File: config.mk
export PLATFORM = sky130hd
export DESIGN_NAME = ir_remote_frame_transmitter_flat
export DESIGN_NICKNAME = d
export VERILOG_FILES = /design/src/rtl/irtx_pkg.sv /design/src/rtl/irtx_req_if.sv /design/src/rtl/irtx_res_if.sv /design/src/rtl/irtx_cfg_if.sv /design/src/rtl/ir_remote_frame_transmitter.sv /design/src/flat_wrapper.sv
export VERILOG_INCLUDE_DIRS = /design/src /design/src/rtl
export SDC_FILE = /design/constraint.sdc
export NUM_CORES = 1
export LEC_CHECK = 0
export BUFFER_PORTS_ARGS = -buffer_cell sky130_fd_sc_hd__buf_2
export CAP_MARGIN = 30
export CORE_UTILIZATION = 54
export CTS_BUF_LIST = sky130_fd_sc_hd__clkbuf_4 sky130_fd_sc_hd__clkbuf_8 sky130_fd_sc_hd__clkbuf_16
export CTS_CLUSTER_SIZE = 14
export DETAILED_ROUTE_END_ITERATION = 8
export MAX_ROUTING_LAYER = met4
export PLACE_DENSITY = 0.8
export SYNTH_ARGS = -nofsm -noshare
export SYNTH_HDL_FRONTEND = slang
export SYNTH_SLANG_ARGS = --single-unit
File: constraint.sdc
create_clock -name clk -period 7.7 [get_ports clk]
set_input_delay 1.155 -clock clk [delete_from_list [all_inputs] [get_ports clk]]
set_output_delay 1.155 -clock clk [all_outputs]
set_load 0.01 [all_outputs]
File: src/rtl/ir_remote_frame_transmitter_defines.svh
// assertion macros for the infrared frame transmitter
`ifndef IR_REMOTE_FRAME_TRANSMITTER_DEFINES_SVH
`define IR_REMOTE_FRAME_TRANSMITTER_DEFINES_SVH

// same-cycle implication
`define IRTX_ASSERT_NOW(label, clk, rst, ante, cons, msg) \
  label: assert property (@(posedge clk) disable iff (rst) (ante) |-> (cons)) else $error(msg);

// next-cycle implication
`define IRTX_ASSERT_NEXT(label, clk, rst, ante, cons, msg) \
  label: assert property (@(posedge clk) disable iff (rst) (ante) |=> (cons)) else $error(msg);

`endif

File: src/rtl/irtx_pkg.sv
package irtx_pkg;

  localparam int FRAME_BITS = 32;
  localparam int LATCH_BITS = 32;
  localparam int LATCH_W    = (FRAME_BITS > LATCH_BITS) ? FRAME_BITS : LATCH_BITS;
  localparam int IDX_W      = $clog2(FRAME_BITS);
  localparam int TICK_W     = 16;
  localparam int CFG_IDX_W  = 3;

  localparam logic [TICK_W-1:0] HEADER_MARK_RST  = TICK_W'(4500);
  localparam logic [TICK_W-1:0] HEADER_SPACE_RST = TICK_W'(4500);
  localparam logic [TICK_W-1:0] BIT_MARK_RST     = TICK_W'(560);
  localparam logic [TICK_W-1:0] ZERO_SPACE_RST   = TICK_W'(560);
  localparam logic [TICK_W-1:0] ONE_SPACE_RST    = TICK_W'(1690);
  localparam logic [TICK_W-1:0] GAP_RST          = TICK_W'(2500);

  typedef enum logic [2:0] {
    PH_IDLE,
    PH_HDR_MARK,
    PH_HDR_SPACE,
    PH_BIT_MARK,
    PH_BIT_SPACE,
    PH_STOP_MARK,
    PH_GAP
  } phase_t;

  typedef enum logic [CFG_IDX_W-1:0] {
    REG_HEADER_MARK,
    REG_HEADER_SPACE,
    REG_BIT_MARK,
    REG_ZERO_SPACE,
    REG_ONE_SPACE,
    REG_GAP
  } cfg_reg_t;

  localparam logic REQ_TICK  = 1'b0;
  localparam logic REQ_START = 1'b1;

endpackage

File: src/rtl/irtx_req_if.sv
interface irtx_req_if;
  logic       valid;
  logic       ready;
  logic       req_type;
  logic [7:0] address;
  logic [7:0] command;

  modport source (output valid, output req_type, output address, output command, input ready);
  modport sink (input valid, input req_type, input address, input command, output ready);
endinterface

File: src/rtl/irtx_res_if.sv
interface irtx_res_if;
  logic valid;
  logic ready;
  logic mark;
  logic busy_res;
  logic frame_done;
  logic start_rejected;

  modport source (output valid, output mark, output busy_res, output frame_done,
                  output start_rejected, input ready);
  modport sink (input valid, input mark, input busy_res, input frame_done,
                input start_rejected, output ready);
endinterface

File: src/rtl/irtx_cfg_if.sv
interface irtx_cfg_if import irtx_pkg::*; ();
  logic                 valid;
  logic                 ready;
  logic [CFG_IDX_W-1:0] index;
  logic [TICK_W-1:0]    data;

  modport source (output valid, output index, output data, input ready);
  modport sink (input valid, input index, input data, output ready);
endinterface

File: src/rtl/ir_remote_frame_transmitter.sv
// infrared remote frame transmitter, one carrier level per microsecond tick
// item channel: req_type 0 is a tick, 1 is a start request with address and
// command; a start while idle latches the frame (address, address, command,
// inverted command, lsb first) and begins the header mark
// result channel: one transaction per item with mark, busy_res, frame_done
// and start_rejected; a start while a frame runs is ignored and flagged
// cfg channel: index 0..5 selects a duration register (header mark, header
// space, bit mark, zero space, one space, gap); other indices are dropped;
// always ready, write only while no item is outstanding
// the result of an item is valid in the cycle after its acceptance
// throughput: one item per cycle unless the result stalls; the phase counter,
// duration compare and phase step all settle between the state registers and
// the result register; a stalled result register holds; the item channel stays
// ready while the result register is empty or being taken in the same cycle
// reset: synchronous, returns to idle and loads the default durations
// (4500, 4500, 560, 560, 1690, 2500 ticks)
`include "ir_remote_frame_transmitter_defines.svh"

module ir_remote_frame_transmitter import irtx_pkg::*; (
  input logic          clk,
  input logic          rst,
  irtx_req_if.sink     item,
  irtx_res_if.source   result,
  irtx_cfg_if.sink     cfg
);

  logic [TICK_W-1:0] header_mark_ticks;
  logic [TICK_W-1:0] header_space_ticks;
  logic [TICK_W-1:0] bit_mark_ticks;
  logic [TICK_W-1:0] zero_space_ticks;
  logic [TICK_W-1:0] one_space_ticks;
  logic [TICK_W-1:0] gap_ticks;

  phase_t              phase, phase_next;
  logic [TICK_W-1:0]   tick_count, tick_count_next;
  logic [IDX_W-1:0]    bit_index, bit_index_next;
  logic [FRAME_BITS-1:0] frame_bits, frame_bits_next;

  logic [LATCH_BITS-1:0] frame_word;
  logic [LATCH_W-1:0]    frame_wide;
  logic [TICK_W-1:0]     dur, dur_eff;
  logic [TICK_W:0]       tick_inc;
  logic                  cur_bit;
  logic                  level;
  logic                  phase_end;
  logic                  mark_next, busy_next, done_next, rej_next;
  logic                  in_accept;

  assign in_accept  = item.valid && item.ready;
  assign item.ready = !result.valid || result.ready;
  assign cfg.ready  = 1'b1;

  // configuration registers
  always_ff @(posedge clk) begin
    if (rst) begin
      header_mark_ticks  <= HEADER_MARK_RST;
      header_space_ticks <= HEADER_SPACE_RST;
      bit_mark_ticks     <= BIT_MARK_RST;
      zero_space_ticks   <= ZERO_SPACE_RST;
      one_space_ticks    <= ONE_SPACE_RST;
      gap_ticks          <= GAP_RST;
    end else if (cfg.valid && cfg.ready) begin
      unique case (cfg.index)
        REG_HEADER_MARK:  header_mark_ticks  <= cfg.data;
        REG_HEADER_SPACE: header_space_ticks <= cfg.data;
        REG_BIT_MARK:     bit_mark_ticks     <= cfg.data;
        REG_ZERO_SPACE:   zero_space_ticks   <= cfg.data;
        REG_ONE_SPACE:    one_space_ticks    <= cfg.data;
        REG_GAP:          gap_ticks          <= cfg.data;
        default: ;
      endcase
    end
  end

  assign frame_word = {~item.command, item.command, item.address, item.address};
  assign frame_wide = LATCH_W'(frame_word);
  assign cur_bit    = frame_bits[bit_index];
  assign level      = (phase == PH_HDR_MARK) || (phase == PH_BIT_MARK) ||
                      (phase == PH_STOP_MARK);

  always_comb begin
    unique case (phase)
      PH_HDR_MARK:  dur = header_mark_ticks;
      PH_HDR_SPACE: dur = header_space_ticks;
      PH_BIT_MARK:  dur = bit_mark_ticks;
      PH_BIT_SPACE: dur = cur_bit ? one_space_ticks : zero_space_ticks;
      PH_STOP_MARK: dur = bit_mark_ticks;
      PH_GAP:       dur = gap_ticks;
      default:      dur = TICK_W'(1);
    endcase
  end

  // a zero duration counts as one tick
  assign dur_eff   = (dur == '0) ? TICK_W'(1) : dur;
  assign tick_inc  = {1'b0, tick_count} + (TICK_W+1)'(1);
  assign phase_end = tick_inc >= {1'b0, dur_eff};

  always_comb begin
    phase_next      = phase;
    tick_count_next = tick_count;
    bit_index_next  = bit_index;
    frame_bits_next = frame_bits;
    mark_next       = 1'b0;
    busy_next       = 1'b0;
    done_next       = 1'b0;
    rej_next        = 1'b0;
    if (item.req_type == REQ_START) begin
      busy_next = 1'b1;
      if (phase == PH_IDLE) begin
        frame_bits_next = frame_wide[FRAME_BITS-1:0];
        phase_next      = PH_HDR_MARK;
        tick_count_next = '0;
        bit_index_next  = '0;
        mark_next       = 1'b1;
      end else begin
        rej_next  = 1'b1;
        mark_next = level;
      end
    end else if (phase != PH_IDLE) begin
      mark_next = level;
      busy_next = 1'b1;
      if (phase_end) begin
        tick_count_next = '0;
        unique case (phase)
          PH_HDR_MARK:  phase_next = PH_HDR_SPACE;
          PH_HDR_SPACE: begin
            phase_next     = PH_BIT_MARK;
            bit_index_next = '0;
          end
          PH_BIT_MARK:  phase_next = PH_BIT_SPACE;
          PH_BIT_SPACE: begin
            if (bit_index == IDX_W'(FRAME_BITS - 1)) begin
              phase_next = PH_STOP_MARK;
            end else begin
              bit_index_next = bit_index + IDX_W'(1);
              phase_next     = PH_BIT_MARK;
            end
          end
          PH_STOP_MARK: phase_next = PH_GAP;
          default: begin
            phase_next = PH_IDLE;
            done_next  = 1'b1;
          end
        endcase
      end else begin
        tick_count_next = tick_inc[TICK_W-1:0];
      end
    end else begin
      phase_next = PH_IDLE;
    end
  end

  always_ff @(posedge clk) begin
    if (rst) begin
      phase      <= PH_IDLE;
      tick_count <= '0;
      bit_index  <= '0;
      frame_bits <= '0;
    end else if (in_accept) begin
      phase      <= phase_next;
      tick_count <= tick_count_next;
      bit_index  <= bit_index_next;
      frame_bits <= frame_bits_next;
    end
  end

  // result register
  always_ff @(posedge clk) begin
    if (rst) begin
      result.valid <= 1'b0;
    end else if (in_accept) begin
      result.valid <= 1'b1;
    end else if (result.ready) begin
      result.valid <= 1'b0;
    end
  end

  always_ff @(posedge clk) begin
    if (in_accept) begin
      result.mark           <= mark_next;
      result.busy_res       <= busy_next;
      result.frame_done     <= done_next;
      result.start_rejected <= rej_next;
    end
  end

  `IRTX_ASSERT_NOW(a_done_in_gap, clk, rst, result.valid && result.frame_done,
    result.busy_res && !result.mark && !result.start_rejected, "frame end out of gap")
  `IRTX_ASSERT_NOW(a_reject_busy, clk, rst, result.valid && result.start_rejected,
    result.busy_res && !result.frame_done, "rejected start without busy frame")
  `IRTX_ASSERT_NEXT(a_start_hdr, clk, rst,
    in_accept && item.req_type == REQ_START && phase == PH_IDLE,
    phase == PH_HDR_MARK && tick_count == '0 && result.mark, "start did not open header")
  `IRTX_ASSERT_NEXT(a_idle_tick, clk, rst,
    in_accept && item.req_type == REQ_TICK && phase == PH_IDLE,
    phase == PH_IDLE && !result.busy_res, "idle tick left idle")

endmodule

File: src/flat_wrapper.sv
// flat-port wrapper written by rule: the top's interface ports become plain ports
module ir_remote_frame_transmitter_flat import irtx_pkg::*;
  (clk, rst, item_valid, item_req_type, item_address, item_command, item_ready, result_valid, result_mark, result_busy_res, result_frame_done, result_start_rejected, result_ready, cfg_valid, cfg_index, cfg_data, cfg_ready);
  irtx_req_if item_i ();
  irtx_res_if result_i ();
  irtx_cfg_if cfg_i ();
  input logic clk;
  input logic rst;
  input wire logic [$bits(item_i.valid)-1:0] item_valid;
  input wire logic [$bits(item_i.req_type)-1:0] item_req_type;
  input wire logic [$bits(item_i.address)-1:0] item_address;
  input wire logic [$bits(item_i.command)-1:0] item_command;
  output wire logic [$bits(item_i.ready)-1:0] item_ready;
  output wire logic [$bits(result_i.valid)-1:0] result_valid;
  output wire logic [$bits(result_i.mark)-1:0] result_mark;
  output wire logic [$bits(result_i.busy_res)-1:0] result_busy_res;
  output wire logic [$bits(result_i.frame_done)-1:0] result_frame_done;
  output wire logic [$bits(result_i.start_rejected)-1:0] result_start_rejected;
  input wire logic [$bits(result_i.ready)-1:0] result_ready;
  input wire logic [$bits(cfg_i.valid)-1:0] cfg_valid;
  input wire logic [$bits(cfg_i.index)-1:0] cfg_index;
  input wire logic [$bits(cfg_i.data)-1:0] cfg_data;
  output wire logic [$bits(cfg_i.ready)-1:0] cfg_ready;
  assign item_i.valid = item_valid;
  assign item_i.req_type = item_req_type;
  assign item_i.address = item_address;
  assign item_i.command = item_command;
  assign item_ready = item_i.ready;
  assign result_valid = result_i.valid;
  assign result_mark = result_i.mark;
  assign result_busy_res = result_i.busy_res;
  assign result_frame_done = result_i.frame_done;
  assign result_start_rejected = result_i.start_rejected;
  assign result_i.ready = result_ready;
  assign cfg_i.valid = cfg_valid;
  assign cfg_i.index = cfg_index;
  assign cfg_i.data = cfg_data;
  assign cfg_ready = cfg_i.ready;
  ir_remote_frame_transmitter u_core (.clk(clk), .rst(rst), .item(item_i), .result(result_i), .cfg(cfg_i));
endmodule
Word-level counts from Yosys, hierarchy flattened
Index checks and enable logic that the tools add are counted.
Storage, ports and cells
  register bits after elaboration: 157
  input port bits: 41
  output and inout port bits: 7
  logic and storage cells: 92
Operators by class
  add/subtract/negate cells: 2
  $lt $le $gt $ge: 2
  equal/unequal tests: 15
  mux-type cells: 29
  bitwise gates (word level): 3
  reductions and logical operators: 26
Operator list (number)
  $mux W16: 6
  $pmux W16 S5: 1
  $mux W5: 5
  $add A16 B1 Y17 const B: 1
  $ge A17 B16 Y1: 1
  $logic_not A16 Y1: 1
  $eq A3 B3 Y1 const B: 5
  $mux W3: 5
  $pmux W3 S5: 1
  $eq A3 B2 Y1 const B: 4
  $reduce_and A2 Y1: 6
  $pmux W5 S2: 1
  $mux W1: 9
  $reduce_and A3 Y1: 3
  $not A8 Y8: 1
  $eq A3 B1 Y1 const B: 2
  $logic_not A3 Y1: 2
  $lt A5 B6 Y1 const B: 1
  $reduce_and A6 Y1: 1
  $reduce_bool A2 Y1: 3
  $reduce_bool A3 Y1: 2
  $add A5 B1 Y5 const B: 1
  $bmux W1 S5: 1
  $eq A5 B5 Y1 const B: 1
  10 further kinds: 13

Longest topological paths before layout
  depth after elaboration: 10
  mapped depth: 19
  mapped depth without buffers: 17

Least setup slack after synthesis
Ideal clock, no wire load.
  path type: reg2reg
  start: reg u_core.bit_index[0]
  end: reg u_core.tick_count[0]
  setup time: 0.065 ns
  data arrival time: 4.311 ns
  data required time: 7.635 ns
  setup slack: 3.324 ns
  stages on the path, launching flop included: 19
  path buffers: 3
  period minus slack after synthesis: 4.376 ns
  path through: dfxtp_1 -> buf_6 -> mux4_2 -> and2_4 -> a211o_4 -> and2_4 -> buf_6 -> mux2_4 -> a21oi_2 -> nand4_1 -> o31ai_1 -> ha_1 -> nand2_1 -> o41a_1 -> o221ai_1 -> nor4_1 -> clkbuf_1 -> mux2i_1 -> nor2_1
Between the ends
  longest elaborated chain between the ends: 10
RTL lines
  from (decl): line ir_remote_frame_transmitter.sv:36  | logic [IDX_W-1:0] bit_index, bit_index_next;
  from (signal assigned): line ir_remote_frame_transmitter.sv:162  | bit_index <= bit_index_next;
  $bmux W1 S5 (*): line ir_remote_frame_transmitter.sv:77  | assign cur_bit = frame_bits[bit_index];
  $mux W1 (implied by the code) (*): line ir_remote_frame_transmitter.sv:77
  $mux W16 (*): line ir_remote_frame_transmitter.sv:86  | PH_BIT_SPACE: dur = cur_bit ? one_space_ticks : zero_space_ticks;
  $pmux W16 S5 (*): line ir_remote_frame_transmitter.sv:82  | unique case (phase)
  $logic_not A16 Y1: line ir_remote_frame_transmitter.sv:94  | assign dur_eff = (dur == '0) ? TICK_W'(1) : dur;
  $mux W16 (*): line ir_remote_frame_transmitter.sv:94
  $ge A17 B16 Y1 (*): line ir_remote_frame_transmitter.sv:96  | assign phase_end = tick_inc >= {1'b0, dur_eff};
  $mux W16 (*): line ir_remote_frame_transmitter.sv:122  | if (phase_end) begin
  $mux W16 (*): line ir_remote_frame_transmitter.sv:119  | end else if (phase != PH_IDLE) begin
  $mux W16 (*): line ir_remote_frame_transmitter.sv:107  | if (item.req_type == REQ_START) begin
  to (signal assigned): line ir_remote_frame_transmitter.sv:161  | tick_count <= tick_count_next;
  to (decl): line ir_remote_frame_transmitter.sv:35  | logic [TICK_W-1:0] tick_count, tick_count_next;
Mark *: on every way between the ends. The rest lies on a longest branch, timed or not. The select of a mux whose other input is x is not followed.
A chain may end at the register's enable or synchronous reset.

Worst setup path after layout
  start: reg u_core.bit_index[0]
  end: reg u_core.phase[2]
Between the ends
  longest elaborated chain between the ends: 9
  elaborated cells on any way between the ends: 15
  classes of those cells: order compare (1); eq/ne (2); mux (10); reduce/logical (2)
RTL lines
  $bmux W1 S5: line ir_remote_frame_transmitter.sv:77
  $mux W1 (implied by the code): line ir_remote_frame_transmitter.sv:77
  $mux W16: line ir_remote_frame_transmitter.sv:86
  $pmux W16 S5: line ir_remote_frame_transmitter.sv:82
  $logic_not A16 Y1: line ir_remote_frame_transmitter.sv:94
  $mux W16: line ir_remote_frame_transmitter.sv:94
  $ge A17 B16 Y1: line ir_remote_frame_transmitter.sv:96
  $ne A3 B2 Y1 (no line)
  $reduce_and A3 Y1 (no line)
  to (signal assigned): line ir_remote_frame_transmitter.sv:160  | phase <= phase_next;
  to (decl): line ir_remote_frame_transmitter.sv:34  | phase_t phase, phase_next;
Parallel ways exist; a longest one is shown, timed or not. The select of a mux whose other input is x is not followed.

==> metrics.yaml <==
outcome:
  status: "finished clean"
yosys:
  ys_seq_area_share_pct: 42.6
  synth_warnings: 0
  postSynthAreaPerCell_um2: 7.98
  synth.distinct_cells: 54
  synth_cells: 890
  async_flop_share_pct: 0
  synth_fp_nets: 954
  synth-edff-count: 4
  synthFlopType: "dfxtp_1"
  syn-cell-area_um2: 7100
  synth_seq_cells: 149
floorplan:
  die_area_um2: 13600
  rows: 41
  fp.dieW_um: 117
  die_y_um: 117
  initial_core_util_pct: 55.8
  io_pins: 48
  coreArea_um2: 12700
finish:
  drive_gt1_share_pct: 13.0
  final_cell_mix: "nand2_1 (259), dfxtp_1 (145), a21oi_1 (104)"
  final_cells: 1098
  insertedDiodeCount: 0
  area_growth_pct: 13.5
  final_common_cell: "nand2_1"
  final_area_um2: 8060
  final_nets: 977
timing:
  post-route-period-util_pct: 68.1
  period_needed_ps: 5250
  fin_worst_skew_ps: 17.3
  rsz0062_at_grt: "false"
  clock.fmax_ghz: 0.191
  finalHoldViolations: 0
  setup_viol: 0
  relSlewSlack_pct: 30.9
  tightest_slew_ps: 1040
  slew_violations: 0
  fin_setup_tns_ps: 0
placed_design:
  dp.cells: 1066
  routabilityCongestion: 0.875
  io_buffers: 46
  place_hpwl_um: 12200
  dpl-instance-area_um2: 7450
critical_path:
  rr_worst_depth: 15
  cp-start-kind: "flip-flop"
  worstPathRequired_ps: 8020
  critPathArrivalTime_ps: 5570
  critPathMaxFanout: 11
  r2r-start: "u_core.bit_index[0]"
  crit_type: "reg -> reg"
  reg2reg_slack_ps: 2450
  reg2reg_to: "u_core.phase[2]"
  worstSetupEndpointType: "flip-flop"
power:
  ir_drop_uv: 170
  p_int_mw: 1.37
  p_sw_uw: 460
  seq_power_share_pct: 44.5
  leakage_nw: 3.09
  combPwrFrac_pct: 9.0
  swShare_pct: 25.2
  powerDensity_nw_per_um2: 227
  clockPowerShare_pct: 46.5
route:
  postRouteAntennaNets: 0
  via_per_inst: 5.87
  drt_first_pass_iters: 6
  drt_wl_total_um: 18000
  vias: 6443
  first_iter_violations: 696
  wl_per_cell_um: 16.4
  drt_drc_violations_left: 0
global_route:
  grt_max_degree: 77
  grt_pass1_wl_um: 29600
  grt_pass1_vias: 5876
  grt_antenna_before_repair: 0
  gr-usage-all-layers_pct: 29.0
  grt-ovfl-total: 0
clock_tree:
  ctsLongestPathBuffers: 2
  cts_buffers: 17
  post-cts-setup-buffer-count: 0
  cts_resized: 0
  ctsHoldBuffers: 0
  cts_tree: "yes"
  clock-sinks: 149
  clkLatencyLatePin_ps: 440
  clock-root-buffer: "clkbuf_16"
  cts_max_level: 4
  clkTransAtPathRegs_ps: 60
hold_path:
  min_from: "u_core.gap_ticks[9]"
  holdCritPathClass: "reg -> reg"
  hold_path_depth: 2
  hold_end: "u_core.gap_ticks[9]"
job:
  maxCapViolations: 0
==> state kept, by name, summed over array words and instances, names as in the netlist <==
signal                        cells
u_core.bit_index                  5
u_core.bit_mark_ticks            16
u_core.frame_bits                24
u_core.gap_ticks                 16
u_core.header_mark_ticks         16
u_core.header_space_ticks        16
u_core.one_space_ticks           16
u_core.phase                      3
u_core.result.busy_res            1
u_core.result.frame_done          1
u_core.result.mark                1
u_core.result.start_rejected      1
u_core.result.valid               1
u_core.tick_count                16
u_core.zero_space_ticks          16
==> metrics by stage <==
stage / utilization (%) / hold slack (ps) / setup slack, ps / power [mW]
finish: 63.4 / 454 / 2450 / 1.83
global route: 63.4 / 471 / 2130 / 1.89
CTS: 63.4 / 455 / 2500 / 1.83
global placement: 58.3 / 441 / 2720 / 0.987
detailed placement: 58.6 / 446 / 2530 / 0.991
floorplan: - / 432 / 3320 / 0.936
==> kinds of logic after synthesis <==
logic type               Yosys count  share of synthesized area [%]
flip-flops                       149                           42.6
XOR/XNOR                          15                           1.85
multiplexers                      36                           6.57
buffers and inverters             67                           3.80
adder cells (fa/ha/maj)           23                           4.05
AO/OA/AOI/OAI                    203                           17.9
AND/OR/NAND/NOR                  396                           23.2
other                              1                         0.0528
==> worst max-delay path, cell delays in order, from the launching register on <==
cell,delay (ps)
dfxtp_1,670
mux4_2,570
and2_1,170
o32a_1,490
and2_4,270
mux2_1,330
a21oi_1,230
ha_1,190
nand3_1,110
or2_1,260
o41a_1,420
o221ai_1,140
nor2_1,170
a211oi_1,630
a41oi_1,190
o32ai_1,290
==> Yosys cell counts, drive strengths merged, types with 3 or more instances <==
| cell type | count | area (um2) |
|---|---|---|
| nand2b | 6 | 37.5 |
| buf | 8 | 48.8 |
| nor2 | 50 | 188 |
| o211a | 4 | 40.0 |
| nand3 | 41 | 205 |
| o22ai | 16 | 100 |
| a21oi | 110 | 573 |
| mux4 | 5 | 113 |
| o21ai | 7 | 35.0 |
| a31oi | 5 | 31.3 |
| a31o | 3 | 26.3 |
| edfxtp | 4 | 120 |
| mux2 | 11 | 154 |
| xnor2 | 7 | 61.3 |
| nor3 | 12 | 60.1 |
| clkbuf | 46 | 173 |
| and2 | 3 | 23.8 |
| inv | 13 | 48.8 |
| nand4 | 14 | 87.6 |
| nor2b | 4 | 25.0 |
| ha | 23 | 288 |
| xor2 | 8 | 70.1 |
| a21o | 8 | 60.1 |
| a22oi | 29 | 218 |
| nand2 | 259 | 972 |
| dfxtp | 145 | 2900 |
| mux2i | 20 | 200 |
| a211oi | 4 | 30.0 |
==> power by group through the flow <==
stage	registers (mW)	clock network, mW	logic (mW)
2_1_floorplan	0.824	0	0.112
5_1_grt	0.815	0.888	0.184
4_1_cts	0.812	0.854	0.163
6_report	0.813	0.850	0.165
3_5_place_dp	0.829	0	0.162
3_3_place_gp	0.829	0	0.158
==> worst max-delay path by stage <==
stage / start / endpoint / slack [ps] / cells after the start
after global routing: u_core.bit_index[0] / u_core.phase[2] / 2130 / 15
after detailed placement: u_core.bit_index[0] / u_core.phase[2] / 2530 / 15
after global placement: u_core.bit_index[0] / u_core.phase[2] / 2720 / 15
after CTS: u_core.bit_index[0] / u_core.phase[2] / 2500 / 15
final: u_core.bit_index[0] / u_core.phase[2] / 2450 / 15
after floorplan: u_core.bit_index[0] / u_core.tick_count[0] / 3320 / 18
==> layer usage <==
layer  track usage, %  share of wire (%)
met4             9.70                1.4
met1             39.4                 46
met2             42.6                 45
met5                -                  0
met3             6.64                8.0
==> area by class of cell <==
class                   count  area, um2
inverters                  13       48.8
repair buffers             58        330
clock buffers              21        474
fillers                  1112       4660
well taps                 172        215
flip-flops and latches    149       3020
multi-input cells         674       3840
clock inverters            11        133
Power figures use the tool's default switching activity.
